[src/rtl/assert_macros.svh]
// assertion macros used by the rtl file that carries checks
// no dependencies
`ifndef ASSERT_MACROS_SVH
`define ASSERT_MACROS_SVH

// antecedent implies consequent in the same cycle
`define ASSERT_IMPLY(label, clk, rst_n, ante, cons) \
  label: assert property (@(posedge clk) disable iff (!rst_n) (ante) |-> (cons)) \
    else $error("same-cycle implication violated");

// antecedent implies consequent in the next cycle
`define ASSERT_NEXT(label, clk, rst_n, ante, cons) \
  label: assert property (@(posedge clk) disable iff (!rst_n) (ante) |=> (cons)) \
    else $error("next-cycle implication violated");

`endif

[src/rtl/hugt_pkg.sv]
// shared types, codes and tables for the hash unique group table
// no dependencies
`timescale 1ns / 1ps
`default_nettype none

package hugt_pkg;

  localparam int HASH_W  = 32;
  localparam int ROW_W   = 20;
  localparam int GIDX_W  = 10;
  localparam int FUNC_W  = 2;
  localparam int STAT_W  = 2;
  localparam int TBITS_W = 4;

  localparam logic [FUNC_W-1:0] FUNC_LOOKUP = 2'd0;
  localparam logic [FUNC_W-1:0] FUNC_INSERT = 2'd1;
  localparam logic [FUNC_W-1:0] FUNC_CLEAR  = 2'd2;

  localparam logic [STAT_W-1:0] ST_HIT      = 2'd0;
  localparam logic [STAT_W-1:0] ST_MISS     = 2'd1;
  localparam logic [STAT_W-1:0] ST_INSERTED = 2'd2;
  localparam logic [STAT_W-1:0] ST_FULL     = 2'd3;

  localparam logic [TBITS_W-1:0] TBITS_RESET = 4'd10;
  localparam logic [TBITS_W-1:0] TBITS_MIN   = 4'd2;

  localparam logic [7:0] POLY_SLACK [32] = '{
    8'd0,  8'd0,  8'd3,  8'd3,  8'd3,  8'd5,  8'd3,  8'd3,
    8'd29, 8'd17, 8'd9,  8'd5,  8'd83, 8'd27, 8'd43, 8'd3,
    8'd45, 8'd9,  8'd39, 8'd39, 8'd9,  8'd5,  8'd3,  8'd33,
    8'd27, 8'd9,  8'd71, 8'd39, 8'd9,  8'd5,  8'd83, 8'd0
  };

  typedef struct packed {
    logic [STAT_W-1:0] status;
    logic [GIDX_W-1:0] group_index;
    logic [ROW_W-1:0]  group_row;
  } result_t;

endpackage

`default_nettype wire

[src/rtl/hugt_ctrl.sv]
// probe sequencer: accepts items, walks the slot and group memories, clears slots
// depends on hugt_pkg
`timescale 1ns / 1ps
`default_nettype none

module hugt_ctrl #(
  parameter int SLOT_BITS = 10,
  parameter int KEY_WIDTH = 64,
  parameter int GRP_W     = 116
) (
  input  wire logic                                clk,
  input  wire logic                                rst_n,
  input  wire logic                                in_valid,
  output logic                                     in_ready,
  input  wire logic [hugt_pkg::FUNC_W-1:0]         in_func,
  input  wire logic [hugt_pkg::HASH_W-1:0]         in_hash,
  input  wire logic [KEY_WIDTH-1:0]                in_key,
  input  wire logic [hugt_pkg::ROW_W-1:0]          in_row,
  input  wire logic [hugt_pkg::TBITS_W-1:0]        table_bits,
  input  wire logic                                out_free,
  output logic                                     res_load,
  output hugt_pkg::result_t                        res,
  output logic                                     slot_rd_en,
  output logic [SLOT_BITS-1:0]                     slot_rd_addr,
  input  wire logic [SLOT_BITS-1:0]                slot_rd_data,
  output logic                                     slot_wr_en,
  output logic [SLOT_BITS-1:0]                     slot_wr_addr,
  output logic [SLOT_BITS-1:0]                     slot_wr_data,
  output logic                                     grp_rd_en,
  output logic [SLOT_BITS-1:0]                     grp_rd_addr,
  input  wire logic [GRP_W-1:0]                    grp_rd_data,
  output logic                                     grp_wr_en,
  output logic [SLOT_BITS-1:0]                     grp_wr_addr,
  output logic [GRP_W-1:0]                         grp_wr_data
);

  typedef enum logic [2:0] {
    S_IDLE, S_SWEEP, S_PROBE, S_SLOT, S_GROUP, S_DONE
  } state_t;

  localparam int SW = SLOT_BITS;
  localparam int RW = hugt_pkg::ROW_W;
  localparam int HW = hugt_pkg::HASH_W;

  state_t state_r, state_nxt;
  logic   clr_reply_r, clr_reply_nxt;
  logic [SW-1:0] sweep_r, sweep_nxt;
  logic [SW-1:0] fill_r, fill_nxt;
  logic [SW-1:0] probe_r, probe_nxt;
  logic [SW-1:0] step_r, step_nxt;
  logic [SW:0]   visits_r, visits_nxt;
  logic [SW:0]   size_r, size_nxt;
  logic [SW-1:0] mask_r, mask_nxt;
  logic [SW:0]   poly_r, poly_nxt;
  logic [SW-1:0] g_r, g_nxt;
  logic [hugt_pkg::FUNC_W-1:0] func_r, func_nxt;
  logic [HW-1:0] hash_r, hash_nxt;
  logic [KEY_WIDTH-1:0] key_r, key_nxt;
  logic [RW-1:0] row_r, row_nxt;
  hugt_pkg::result_t res_r, res_nxt;

  // size, mask and first probe from the incoming item
  logic [hugt_pkg::TBITS_W-1:0] bits_eff;
  logic [SW:0]   size_in;
  logic [SW-1:0] mask_in;
  logic [SW:0]   poly_in;
  logic [HW-1:0] mixed_in;
  logic [SW-1:0] step_raw;
  logic [SW-1:0] step_in;
  logic [SW-1:0] probe_in;

  function automatic logic [hugt_pkg::GIDX_W-1:0] gidx(input logic [SW-1:0] g);
    logic [31:0] gx;
    gx = 32'(g);
    return gx[hugt_pkg::GIDX_W-1:0];
  endfunction

  always_comb begin
    if (table_bits < hugt_pkg::TBITS_MIN) begin
      bits_eff = hugt_pkg::TBITS_MIN;
    end else if (32'(table_bits) > SLOT_BITS) begin
      bits_eff = hugt_pkg::TBITS_W'(SLOT_BITS);
    end else begin
      bits_eff = table_bits;
    end
  end

  assign size_in  = (SW+1)'(1) << bits_eff;
  assign mask_in  = SW'(size_in - (SW+1)'(1));
  assign poly_in  = size_in + (SW+1)'(hugt_pkg::POLY_SLACK[{1'b0, bits_eff}]);
  assign mixed_in = HW'($signed(in_hash) >>> 3);
  assign step_raw = SW'(in_hash ^ mixed_in) & mask_in;
  assign step_in  = (step_raw == '0) ? mask_in : step_raw;
  assign probe_in = ~SW'(in_hash) & mask_in;

  logic [SW-1:0] probe_adv;
  logic [SW:0]   step_dbl;
  logic [SW:0]   step_red;
  logic [RW-1:0] m_row;
  logic [HW-1:0] m_hash;
  logic [KEY_WIDTH-1:0] m_key;

  assign probe_adv = (probe_r + step_r) & mask_r;
  assign step_dbl  = {step_r, 1'b0};
  assign step_red  = (step_dbl > {1'b0, mask_r}) ? (step_dbl ^ poly_r) : step_dbl;
  assign {m_row, m_hash, m_key} = grp_rd_data;

  always_comb begin
    state_nxt     = state_r;
    clr_reply_nxt = clr_reply_r;
    sweep_nxt     = sweep_r;
    fill_nxt      = fill_r;
    probe_nxt     = probe_r;
    step_nxt      = step_r;
    visits_nxt    = visits_r;
    size_nxt      = size_r;
    mask_nxt      = mask_r;
    poly_nxt      = poly_r;
    g_nxt         = g_r;
    func_nxt      = func_r;
    hash_nxt      = hash_r;
    key_nxt       = key_r;
    row_nxt       = row_r;
    res_nxt       = res_r;
    in_ready      = 1'b0;
    res_load      = 1'b0;
    slot_rd_en    = 1'b0;
    slot_rd_addr  = probe_adv;
    slot_wr_en    = 1'b0;
    slot_wr_addr  = probe_r;
    slot_wr_data  = fill_r + SW'(1);
    grp_rd_en     = 1'b0;
    grp_rd_addr   = slot_rd_data - SW'(1);
    grp_wr_en     = 1'b0;
    grp_wr_addr   = fill_r;
    grp_wr_data   = {row_r, hash_r, key_r};
    case (state_r)
      S_IDLE: begin
        in_ready = 1'b1;
        if (in_valid) begin
          func_nxt   = in_func;
          hash_nxt   = in_hash;
          key_nxt    = in_key;
          row_nxt    = in_row;
          size_nxt   = size_in;
          mask_nxt   = mask_in;
          poly_nxt   = poly_in;
          step_nxt   = step_in;
          probe_nxt  = probe_in;
          visits_nxt = '0;
          if (in_func == hugt_pkg::FUNC_CLEAR) begin
            fill_nxt      = '0;
            sweep_nxt     = '0;
            clr_reply_nxt = 1'b1;
            state_nxt     = S_SWEEP;
          end else begin
            state_nxt = S_PROBE;
          end
        end
      end
      S_SWEEP: begin
        slot_wr_en   = 1'b1;
        slot_wr_addr = sweep_r;
        slot_wr_data = '0;
        sweep_nxt    = sweep_r + SW'(1);
        if (sweep_r == '1) begin
          if (clr_reply_r) begin
            res_nxt   = '{status: hugt_pkg::ST_MISS, group_index: '0, group_row: '0};
            state_nxt = S_DONE;
          end else begin
            state_nxt = S_IDLE;
          end
          clr_reply_nxt = 1'b0;
        end
      end
      S_PROBE: begin
        if (visits_r >= size_r) begin
          res_nxt   = '{status: hugt_pkg::ST_FULL, group_index: '0, group_row: '0};
          state_nxt = S_DONE;
        end else begin
          slot_rd_en = 1'b1;
          probe_nxt  = probe_adv;
          visits_nxt = visits_r + (SW+1)'(1);
          state_nxt  = S_SLOT;
        end
      end
      S_SLOT: begin
        if (slot_rd_data == '0) begin
          state_nxt = S_DONE;
          if (func_r != hugt_pkg::FUNC_INSERT) begin
            res_nxt = '{status: hugt_pkg::ST_MISS, group_index: '0, group_row: '0};
          end else if ({1'b0, fill_r} >= size_r - (SW+1)'(1)) begin
            res_nxt = '{status: hugt_pkg::ST_FULL, group_index: '0, group_row: '0};
          end else begin
            slot_wr_en = 1'b1;
            grp_wr_en  = 1'b1;
            fill_nxt   = fill_r + SW'(1);
            res_nxt    = '{status: hugt_pkg::ST_INSERTED, group_index: gidx(fill_r),
                           group_row: row_r};
          end
        end else begin
          grp_rd_en = 1'b1;
          g_nxt     = slot_rd_data - SW'(1);
          state_nxt = S_GROUP;
        end
      end
      S_GROUP: begin
        if (m_hash == hash_r && m_key == key_r) begin
          res_nxt   = '{status: hugt_pkg::ST_HIT, group_index: gidx(g_r), group_row: m_row};
          state_nxt = S_DONE;
        end else begin
          step_nxt  = step_red[SW-1:0] & mask_r;
          state_nxt = S_PROBE;
        end
      end
      S_DONE: begin
        if (out_free) begin
          res_load  = 1'b1;
          state_nxt = S_IDLE;
        end
      end
      default: begin
        state_nxt = S_IDLE;
      end
    endcase
  end

  always_ff @(posedge clk) begin
    if (!rst_n) begin
      state_r     <= S_SWEEP;
      clr_reply_r <= 1'b0;
      sweep_r     <= '0;
      fill_r      <= '0;
    end else begin
      state_r     <= state_nxt;
      clr_reply_r <= clr_reply_nxt;
      sweep_r     <= sweep_nxt;
      fill_r      <= fill_nxt;
    end
    probe_r  <= probe_nxt;
    step_r   <= step_nxt;
    visits_r <= visits_nxt;
    size_r   <= size_nxt;
    mask_r   <= mask_nxt;
    poly_r   <= poly_nxt;
    g_r      <= g_nxt;
    func_r   <= func_nxt;
    hash_r   <= hash_nxt;
    key_r    <= key_nxt;
    row_r    <= row_nxt;
    res_r    <= res_nxt;
  end

  assign res = res_r;

endmodule

`default_nettype wire

[config.mk]
export PLATFORM = sky130hd
export DESIGN_NAME = hugt_ctrl
export DESIGN_NICKNAME = d
export VERILOG_FILES = /design/src/rtl/assert_macros.svh /design/src/rtl/hugt_pkg.sv /design/src/rtl/hugt_ctrl.sv
export SDC_FILE = /design/constraint.sdc
export NUM_CORES = 1
export LEC_CHECK = 0
export BUFFER_PORTS_ARGS = -buffer_cell sky130_fd_sc_hd__buf_2
export CORE_MARGIN = 5
export CORE_UTILIZATION = 44
export DETAILED_ROUTE_END_ITERATION = 10
export PLACE_DENSITY = 0.72
export SETUP_SLACK_MARGIN = 0.05
export SLEW_MARGIN = 15
export SYNTH_ARGS = -nofsm -noshare
export SYNTH_HDL_FRONTEND = slang
export SYNTH_SLANG_ARGS = --single-unit
[constraint.sdc]
create_clock -name clk -period 6.7 [get_ports clk]
set_input_delay 0.335 -clock clk [delete_from_list [all_inputs] [get_ports clk]]
set_output_delay 0.335 -clock clk [all_outputs]
set_load 0.01 [all_outputs]
==> results of run 1 <==
[stage by stage]
step | worst slack [ps] | cells | utilization | total power (uW) | cell area [sq um]
finish | 2430 | 2029 | 0.605 | 3390 | 17300
global route | 2170 | 2027 | 0.605 | 3490 | 17300
CTS | 2350 | 2027 | 0.605 | 3400 | 17300
detailed placement | 2440 | 1869 | 0.538 | 1930 | 15400
global placement | 2590 | 1869 | 0.538 | 1920 | 15400
floorplan | 1290 | 1057 | - | 1810 | 12700
[area by class of cell]
class	instances	area [sq um]
multi-input combinational	722	5250
clock buffer	42	774
inverter	55	206
fill	2244	11300
timing repair buffer	568	3390
antenna	2	5.00
sequential	246	7150
clock inverter	10	75.1
tap	384	480
[worst paths after layout]
| check | endpoint | slack (ps) |
|---|---|---|
| hold / removal | hash_r[10]$_DFFE_PP_ | 30 |
| hold reg to reg | clr_reply_r$_SDFFE_PN0P_ | 520 |
| setup reg to reg | grp_wr_addr[2]$_SDFFE_PN0P_ | 3130 |
| setup / recovery | slot_wr_en | 2430 |
[per-layer routing]
| metal | routed length (microns) | GRT usage |
|---|---|---|
| met1 | 16500 | 0.306 |
| met2 | 20800 | 0.423 |
| met3 | 4090 | 0.0764 |
| met4 | 1310 | 0.0753 |
| met5 | 11 | 0 |
[synth_stat cells (3+ instances only)]
master,n,share of area
a2111oi_0,6,0.0041
o41ai_1,3,0.0021
a31o_2,6,0.0041
or2_2,3,0.0015
nand2b_1,13,0.0064
buf_1,3,0.00089
o32ai_1,8,0.0055
o21ai_0,21,0.0083
a21boi_0,4,0.0024
nor2_1,80,0.024
nor3b_1,5,0.0030
nand3_1,31,0.012
xor2_1,36,0.025
o22ai_1,8,0.0039
a22o_1,34,0.023
ha_1,53,0.052
nor4_1,13,0.0064
nor4b_1,3,0.0021
edfxtp_1,222,0.52
clkbuf_1,27,0.0080
a311o_1,3,0.0024
nand4_1,33,0.016
dfxtp_1,24,0.038
a21o_1,8,0.0047
xnor2_1,123,0.085
o21a_1,6,0.0035
mux2_2,11,0.0097
inv_1,54,0.016
a21oi_1,39,0.015
a211oi_1,8,0.0047
and3_1,5,0.0025
nand2_1,50,0.015
and2_1,18,0.0089
a31oi_1,4,0.0020
nor3_1,18,0.0071
nor2b_1,18,0.0089
o31ai_1,6,0.0035
[state kept, by name, indices dropped and copies added, names as in the netlist, 11 cells and up]
| register | cells |
|---|---|
| key_r | 64 |
| res | 32 |
| row_r | 20 |
| visits_r | 11 |
| size_r | 11 |
| hash_r | 32 |
[power by group through the flow]
| stage | Clock, uW | Sequential (uW) | Combinational [uW] |
|---|---|---|---|
| final | 1430 | 1670 | 287 |
| after CTS | 1450 | 1670 | 279 |
| after global placement | 0 | 1700 | 219 |
| after detailed placement | 0 | 1700 | 225 |
| after global routing | 1510 | 1670 | 309 |
| after floorplan | 0 | 1700 | 104 |
[cells by family (layout without fill, tap and decap cells)]
logic type	Yosys count	in the layout
xor+xnor	159	159
compound gates	187	187
other cells	1	3
fa+ha+maj	55	55
flops	246	246
mux	12	12
simple gates	308	308
buf+inv	89	675
[timing repair]
action,in CTS,in global routing
hold buffers,106,0
endpoints found under the hold margin,106,0
setup endpoints to repair,0,0
setup buffers,0,0
==> impl_metrics.env, run 1 <==
export IMPL_ios=456
export IMPL_synthCells=1057
export IMPL_ir_worst_vdd_mv=0.190
export IMPL_vias_per_cell=5.43
export IMPL_rsz0062_at_grt="no"
export IMPL_drive_above_1_share=0.326
export IMPL_track_usage=0.249
export IMPL_grt_pass1_vias=11000
export IMPL_yosys_warnings=0
export IMPL_period_share=0.638
export IMPL_gp_congestion=0.963
export IMPL_synth_nets=1364
export IMPL_sw_frac_of_total=0.216
export IMPL_cellInternalPower_uw=2660
export IMPL_antenna_left=0
export IMPL_totalWireLength_microns=42700
export IMPL_clk_pin_slew_ps=60
export IMPL_rr_worst_depth=11
export IMPL_hold_ws_ps=27.2
export IMPL_drt_iter0_drc=915
export IMPL_yosys_area_share_simple=0.126
export IMPL_cpMostUsedCell="ha_1"
export IMPL_firstDrtPassIters=5
export IMPL_cts_buffers=28
export IMPL_worstMarginPinSlew_ps=1230
export IMPL_maxCapViolCount=0
export IMPL_seqPwrFrac=0.494
export IMPL_power_density_nw_per_um2=196
export IMPL_min_from="in_hash[10]"
export IMPL_layout_cells_most_common="buf_2"
export IMPL_pwr_share_clk=0.422
export IMPL_antenna_found_initial=2
export IMPL_hp_class="in -> reg"
export IMPL_nNetsFinal=1928
export IMPL_htreeDepth=1
export IMPL_finalSetupViolCount=0
export IMPL_ys_seq_area_frac=0.562
export IMPL_slew_viol_final=0
export IMPL_ys_flop_type="edfxtp_1"
export IMPL_cts_sinks=246
export IMPL_synth_top_family_by_area="simple AND/OR/NAND/NOR gates"
export IMPL_slew_headroom=0.177
export IMPL_slowest_delay_ps=530
export IMPL_design_die_area_sq_um=32400
export IMPL_grt_ovfl_total=0
export IMPL_path_cells="inv_1, ha_1, or4b_1, nor4_1, xnor2_1, ha_1, a2111oi_0, o311a_2, a41oi_4, a211oi_1, buf_2"
export IMPL_crit_family="compound AO/OA/AOI/OAI gates"
export IMPL_cts_tree="done"
export IMPL_cp_max_fo=10
export IMPL_grt_start_max_net_pins=60
export IMPL_coreArea_sq_um=28600
export IMPL_power_switching_uw=732
export IMPL_path_depth=11
export IMPL_start_util=0.444
export IMPL_most_common_layout_cells="buf_2, edfxtp_1, xnor2_1, dlygate4sd3_1, nor2_1"
export IMPL_endpoint_kind="output pin"
export IMPL_row_count=62
export IMPL_die_y_microns=180
export IMPL_ctsResizeCount=0
export IMPL_drc=0
export IMPL_fin_skew_ps=18.5
export IMPL_root_buffer="clkbuf_16"
export IMPL_die_w_microns=180
export IMPL_port_buffers=455
export IMPL_grt_pass1_wl_microns=64000
export IMPL_synth_edff_count=222
export IMPL_fmax_ghz=0.234
export IMPL_synthMuxAreaShare=0.0105
export IMPL_setup_worst_path_start="size_r[0]$_DFFE_PP_"
export IMPL_path_class="reg -> out"
export IMPL_async_flop_share=0
export IMPL_synth_adder_area_share=0.0553
export IMPL_ys_seq_elements=246
export IMPL_netlist_cell_type_count=74
export IMPL_crit_required_ps=6360
export IMPL_clkLatencyLatePin_ps=540
export IMPL_synth_area_per_cell_sq_um=12.0
export IMPL_r2r_start="size_r[0]$_DFFE_PP_"
export IMPL_status="completed"
export IMPL_power_frac_comb=0.085
export IMPL_synth_xor_area_share=0.110
export IMPL_crit_arrival_ps=3940
export IMPL_hold_depth=1
export IMPL_area_growth_syn_to_layout_pct=36.3
export IMPL_period_minus_slack_ps=4270
export IMPL_num_vias=11000
export IMPL_critPathSlowestCell="or4b_1"
export IMPL_clockBufferDepth=3
export IMPL_routedWlPerCell_microns=21.0
export IMPL_p_leak_uw=0.00708
export IMPL_synth_area_sq_um=12700
export IMPL_hold_viol=0
export IMPL_setup_tns_ps=0
export IMPL_start_kind="register"
export IMPL_hpwl_microns=31900
export IMPL_critical_path_buf_inv_count=2
export IMPL_synth_compound_area_frac=0.109
(Power assumes the default switching activity.)
==> run 2: changes to the inputs <==
--- a/config.mk
+++ b/config.mk
@@ -9,7 +9,7 @@
 export CORE_MARGIN = 5
 export CORE_UTILIZATION = 44
 export DETAILED_ROUTE_END_ITERATION = 10
-export PLACE_DENSITY = 0.72
+export PLACE_DENSITY = 0.75
 export SETUP_SLACK_MARGIN = 0.05
 export SLEW_MARGIN = 15
 export SYNTH_ARGS = -nofsm -noshare
==> constraint.sdc (replaced) <==
create_clock -name clk -period 3.85 [get_ports clk]
set_input_delay 0.1925 -clock clk [delete_from_list [all_inputs] [get_ports clk]]
set_output_delay 0.1925 -clock clk [all_outputs]
set_load 0.01 [all_outputs]
==> run 2 against run 1 <==
Combinational power up 87%; critical path depth up 1; die area unchanged; non-clock buffer count up 50; clock power up 93%; sequential share of layout area down 1.5 points; cell count up 2.6%; first-iteration DRC count down 17%; highest routed layer is now met4; routed wire length up 4.4%; register-to-register slack worse by 2700 ps; utilization up 2.2 points.
==> impl_metrics.env, run 2 (synthesized netlist as in run 1, its figures left out) <==
export IMPL_status="completed"
export IMPL_htreeDepth=1
export IMPL_grt_pass1_vias=11600
export IMPL_slew_headroom=0.204
export IMPL_sw_frac_of_total=0.219
export IMPL_most_common_layout_cells="buf_2, edfxtp_1, dlygate4sd3_1, xnor2_1, nor2_1"
export IMPL_p_leak_uw=0.00738
export IMPL_cts_tree="done"
export IMPL_totalWireLength_microns=44600
export IMPL_placed_area_sq_um=15500
export IMPL_final_cells=2081
export IMPL_design_die_area_sq_um=32400
export IMPL_grt_pass1_wl_microns=67400
export IMPL_drt_iter0_drc=760
export IMPL_nNetsFinal=1979
export IMPL_fmax_ghz=0.273
export IMPL_hp_class="in -> reg"
export IMPL_drive_above_1_share=0.329
export IMPL_cts_sinks=246
export IMPL_die_y_microns=180
export IMPL_finalInstanceArea_sq_um=18000
export IMPL_hpwl_microns=32700
export IMPL_worstMarginPinSlew_ps=1190
export IMPL_period_share=0.951
export IMPL_pwr_share_clk=0.445
export IMPL_endpoint_kind="output pin"
export IMPL_setup_tns_ps=0
export IMPL_period_minus_slack_ps=3660
export IMPL_clkLatencyLatePin_ps=550
export IMPL_seqPwrFrac=0.469
export IMPL_root_buffer="clkbuf_16"
export IMPL_area_growth_syn_to_layout_pct=41.3
export IMPL_routedWlPerCell_microns=21.4
export IMPL_clk_pin_slew_ps=60
export IMPL_firstDrtPassIters=5
export IMPL_grt_ovfl_total=0
export IMPL_gp_congestion=0.980
export IMPL_coreArea_sq_um=28600
export IMPL_antenna_left=0
export IMPL_maxCapViolCount=0
export IMPL_cts_buffers=29
export IMPL_cellInternalPower_uw=4850
export IMPL_clockBufferDepth=3
export IMPL_vias_per_cell=5.43
export IMPL_rr_worst_depth=13
export IMPL_ir_worst_vdd_mv=0.315
export IMPL_layout_cells_most_common="buf_2"
export IMPL_slew_viol_final=0
export IMPL_power_frac_comb=0.087
export IMPL_hold_depth=2
export IMPL_crit_arrival_ps=3470
export IMPL_rsz0062_at_grt="no"
export IMPL_utilization=0.628
export IMPL_row_count=62
export IMPL_antenna_found_initial=1
export IMPL_port_buffers=455
export IMPL_hold_viol=0
export IMPL_power_switching_uw=1360
export IMPL_cp_max_fo=4
export IMPL_crit_required_ps=3660
export IMPL_path_class="reg -> out"
export IMPL_num_vias=11300
export IMPL_track_usage=0.261
export IMPL_ios=456
export IMPL_start_kind="register"
export IMPL_largest_reg_flops=64
export IMPL_power_density_nw_per_um2=346
export IMPL_place_inst=1879
export IMPL_power_total_uw=6210
export IMPL_drc=0
export IMPL_die_w_microns=180
export IMPL_finalSetupViolCount=0
export IMPL_fin_skew_ps=14.2
export IMPL_grt_start_max_net_pins=93
export IMPL_top_register="key_r"
export IMPL_start_util=0.444
[run 2: cell count changes in the layout (fill, tap and decap cells not counted), sizes merged]
cell,change
dlygate4sd3,+38
buf,+12
clkbuf,-6
inv,+3
bufinv,+2
clkinv,+2
clkinvlp,+1
[run 2: final cells by class]
class	instances	area, sq um
antenna	2	5.00
clock buffer	36	782
clock inverter	18	183
fill	2154	10700
inverter	55	206
multi-input combinational	722	5270
sequential	246	7150
tap	384	480
timing repair buffer	618	3890
[run 2: worst max-delay path, cell delays in order (launching register included)]
cell and delay, ps:
edfxtp_1 410, inv_1 110, ha_1 200, or4b_4 520
nor4_4 160, xnor2_1 150, ha_1 260, o21ai_1 130
nand2b_1 100, a311oi_2 340, a41oi_4 60, a211oi_2 310
buf_2 180
[run 2: final timing paths]
| check | start | to | slack [ps] |
|---|---|---|---|
| hold / removal | slot_rd_data[3] | g_r[3]$_DFFE_PP_ | 50 |
| hold reg to reg | clr_reply_r$_SDFFE_PN0P_ | clr_reply_r$_SDFFE_PN0P_ | 500 |
| setup reg to reg | size_r[0]$_DFFE_PP_ | res[7]$_SDFFCE_PN0P_ | 410 |
| setup / recovery | size_r[0]$_DFFE_PP_ | slot_wr_en | 190 |
[run 2: metrics by stage]
stage                     worst slack [ps]  hold slack (ps)
after global routing                  34.0             18.7
after CTS                             54.8             7.02
final                                  190             45.7
after floorplan                        164              291
after global placement                 352              369
after detailed placement               184              371
[run 2: repair_timing]
item / CTS / global route
setup endpoints to repair: 1 / 2
resized for setup: 3 / 4
buffers inserted: 0 / 2
hold buffers: 144 / 0
hold endpoints to repair: 144 / 0
pin swaps: 2 / 4
[run 2: per-layer routing]
metal / global-route usage / part of all wire
met1: 0.326 / 0.39
met2: 0.455 / 0.49
met3: 0.0568 / 0.087
met4: 0.0783 / 0.032
met5: 0 / 0
[run 2: power by group through the flow]
stage,Sequential (uW),Clock (uW),Combinational [uW]
3_3_place_gp,2970,0,386
4_1_cts,2910,2790,523
2_1_floorplan,2970,0,182
5_1_grt,2910,2920,575
6_report,2910,2760,537
3_5_place_dp,2970,0,400
==> run 3: changes to the inputs <==
--- a/config.mk
+++ b/config.mk
@@ -5,10 +5,12 @@
 export SDC_FILE = /design/constraint.sdc
 export NUM_CORES = 1
 export LEC_CHECK = 0
+export ABC_AREA = 0
 export BUFFER_PORTS_ARGS = -buffer_cell sky130_fd_sc_hd__buf_2
 export CORE_MARGIN = 5
 export CORE_UTILIZATION = 44
 export DETAILED_ROUTE_END_ITERATION = 10
+export MAX_ROUTING_LAYER = met4
 export PLACE_DENSITY = 0.75
 export SETUP_SLACK_MARGIN = 0.05
 export SLEW_MARGIN = 15
==> run 3 against run 2 <==
Worst hold slack got worse by 15 ps; sequential power about the same; largest power group unchanged; largest cell class unchanged; clock skew is 3.5 ps lower; cell area decreased by 0.72%; total power decreased by 3.9%; utilization is 0.45 points lower; setup slack improved by 21 ps; fmax is 0.57% higher.
==> impl_metrics.env, run 3 (synthesized netlist as in run 1, its figures left out) <==
export IMPL_design_die_area_sq_um=32400
export IMPL_totalWireLength_microns=44400
export IMPL_num_vias=11200
export IMPL_grt_ovfl_total=0
export IMPL_track_usage=0.269
export IMPL_row_count=62
export IMPL_setup_worst_path_start="size_r[0]$_DFFE_PP_"
export IMPL_crit_family="compound AO/OA/AOI/OAI gates"
export IMPL_pwr_share_clk=0.423
export IMPL_finalSetupViolCount=0
export IMPL_min_from="slot_rd_data[6]"
export IMPL_p_leak_uw=0.00731
export IMPL_r2r_start="size_r[0]$_DFFE_PP_"
export IMPL_path_class="reg -> out"
export IMPL_fin_skew_ps=10.6
export IMPL_crit_required_ps=3660
export IMPL_hp_class="in -> reg"
export IMPL_crit_arrival_ps=3450
export IMPL_area_growth_syn_to_layout_pct=40.3
export IMPL_cts_tree="done"
export IMPL_seqPwrFrac=0.488
export IMPL_hold_viol=0
export IMPL_start_kind="register"
export IMPL_ir_worst_vdd_mv=0.302
export IMPL_routedWlPerCell_microns=21.4
export IMPL_firstDrtPassIters=7
export IMPL_cellInternalPower_uw=4640
export IMPL_rsz0062_at_grt="no"
export IMPL_period_share=0.945
export IMPL_drive_above_1_share=0.326
export IMPL_clk_pin_slew_ps=60
export IMPL_most_common_layout_cells="buf_2, edfxtp_1, dlygate4sd3_1, xnor2_1, nor2_1"
export IMPL_hold_depth=2
export IMPL_nNetsFinal=1977
export IMPL_slowest_delay_ps=520
export IMPL_gp_congestion=0.999
export IMPL_endpoint_kind="output pin"
export IMPL_ff2ff_setup_slack_ps=400
export IMPL_cpMostUsedCell="ha_1"
export IMPL_worstMarginPinSlew_ps=1160
export IMPL_layout_cells_most_common="buf_2"
export IMPL_antenna_found_initial=1
export IMPL_port_buffers=455
export IMPL_antenna_left=0
export IMPL_maxCapViolCount=0
export IMPL_drt_iter0_drc=908
export IMPL_die_y_microns=180
export IMPL_drc=0
export IMPL_path_cells="inv_1, ha_1, or4b_4, nor4_4, xnor2_1, ha_1, a2111oi_2, o311a_2, a41oi_4, a211oi_2, buf_2"
export IMPL_clkLatencyLatePin_ps=550
export IMPL_die_w_microns=180
export IMPL_rr_endpoint="res[6]$_SDFFCE_PN0P_"
export IMPL_fillCellCount=2181
export IMPL_power_frac_comb=0.089
export IMPL_ios=456
export IMPL_htreeDepth=1
export IMPL_grt_pass1_vias=11500
export IMPL_status="completed"
export IMPL_rr_worst_depth=13
export IMPL_multi_input_area_sq_um=5270
export IMPL_critical_path_buf_inv_count=2
export IMPL_grt_start_max_net_pins=93
export IMPL_cts_buffers=29
export IMPL_critPathSlowestCell="or4b_4"
export IMPL_slew_viol_final=0
export IMPL_vias_per_cell=5.40
export IMPL_clockBufferDepth=3
export IMPL_grt_pass1_wl_microns=67400
export IMPL_largest_reg_flops=64
export IMPL_sw_frac_of_total=0.223
export IMPL_hold_end="g_r[6]$_DFFE_PP_"
export IMPL_regArea_sq_um=7150
export IMPL_setup_tns_ps=0
export IMPL_cts_sinks=246
export IMPL_top_register="key_r"
export IMPL_power_switching_uw=1330
export IMPL_period_minus_slack_ps=3640
export IMPL_start_util=0.444
export IMPL_hpwl_microns=32700
export IMPL_cp_max_fo=4
export IMPL_fmax_ghz=0.275
export IMPL_slew_headroom=0.225
export IMPL_coreArea_sq_um=28600
export IMPL_root_buffer="clkbuf_16"
export IMPL_utilization=0.623
export IMPL_power_density_nw_per_um2=335
-- run 3: worst register-to-register path, delay by kind of cell, from the launching register on --
family / cells / cell delay, ps
and+or+nand+nor: 4 / 820
DFF: 1 / 410
adders and majority gates: 2 / 500
buffers and inverters: 3 / 500
AOI/OAI and AO/OA: 3 / 890
xor gates and xnor gates: 1 / 90
-- run 3: final cells by class --
cell class,instances,area share
antenna,2,0.000281
multi-input combinational,722,0.296
tap,384,0.0269
sequential,246,0.401
timing repair buffer,616,0.217
clock inverter,16,0.00610
clock buffer,35,0.0420
inverter,55,0.0116
-- run 3: worst max path at each step --
stage	depth (start not counted)	endpoint	slack [ps]
global route	12	slot_wr_en	40
detailed placement	13	step_r[7]$_DFFE_PP_	230
CTS	11	slot_wr_en	70
finish	11	slot_wr_en	210
floorplan	16	step_r[3]$_DFFE_PP_	160
global placement	13	step_r[7]$_DFFE_PP_	350
-- run 3: power groups by stage --
stage                     Combinational, uW  Sequential, uW  Clock [uW]
final                                   530            2910        2530
after global routing                    572            2910        2680
after detailed placement                400            2970           0
after floorplan                         182            2970           0
after global placement                  387            2970           0
after CTS                               519            2910        2550
-- run 3: per-stage QoR --
step	worst slack, ps	cells	hold WS (ps)	cell area, sq um	total power (uW)
finish	211	2076	30.8	17800	5970
global route	38.5	2075	21.1	17800	6160
CTS	70.8	2073	2.33	17800	5980
detailed placement	229	1880	371	15500	3370
global placement	353	1880	369	15500	3350
floorplan	164	1057	291	12700	3150
-- run 3: metal layers --
layer	vias to the layer above	global-route usage	routed length [microns]
met1	5348	0.334	17300
met4	0	0.0799	1560
met5	-	-	0
li1	5156	-	-
met2	594	0.451	21600
met3	116	0.0507	3850
-- run 3: repair_timing --
action / CTS / global route
hold buffers: 141 / 0
pin swaps: 2 / 3
gates resized for setup: 4 / 2
endpoints found under the hold margin: 141 / 0
endpoints found under the setup margin: 1 / 2
setup buffers: 1 / 1
cloned: 0 / 0
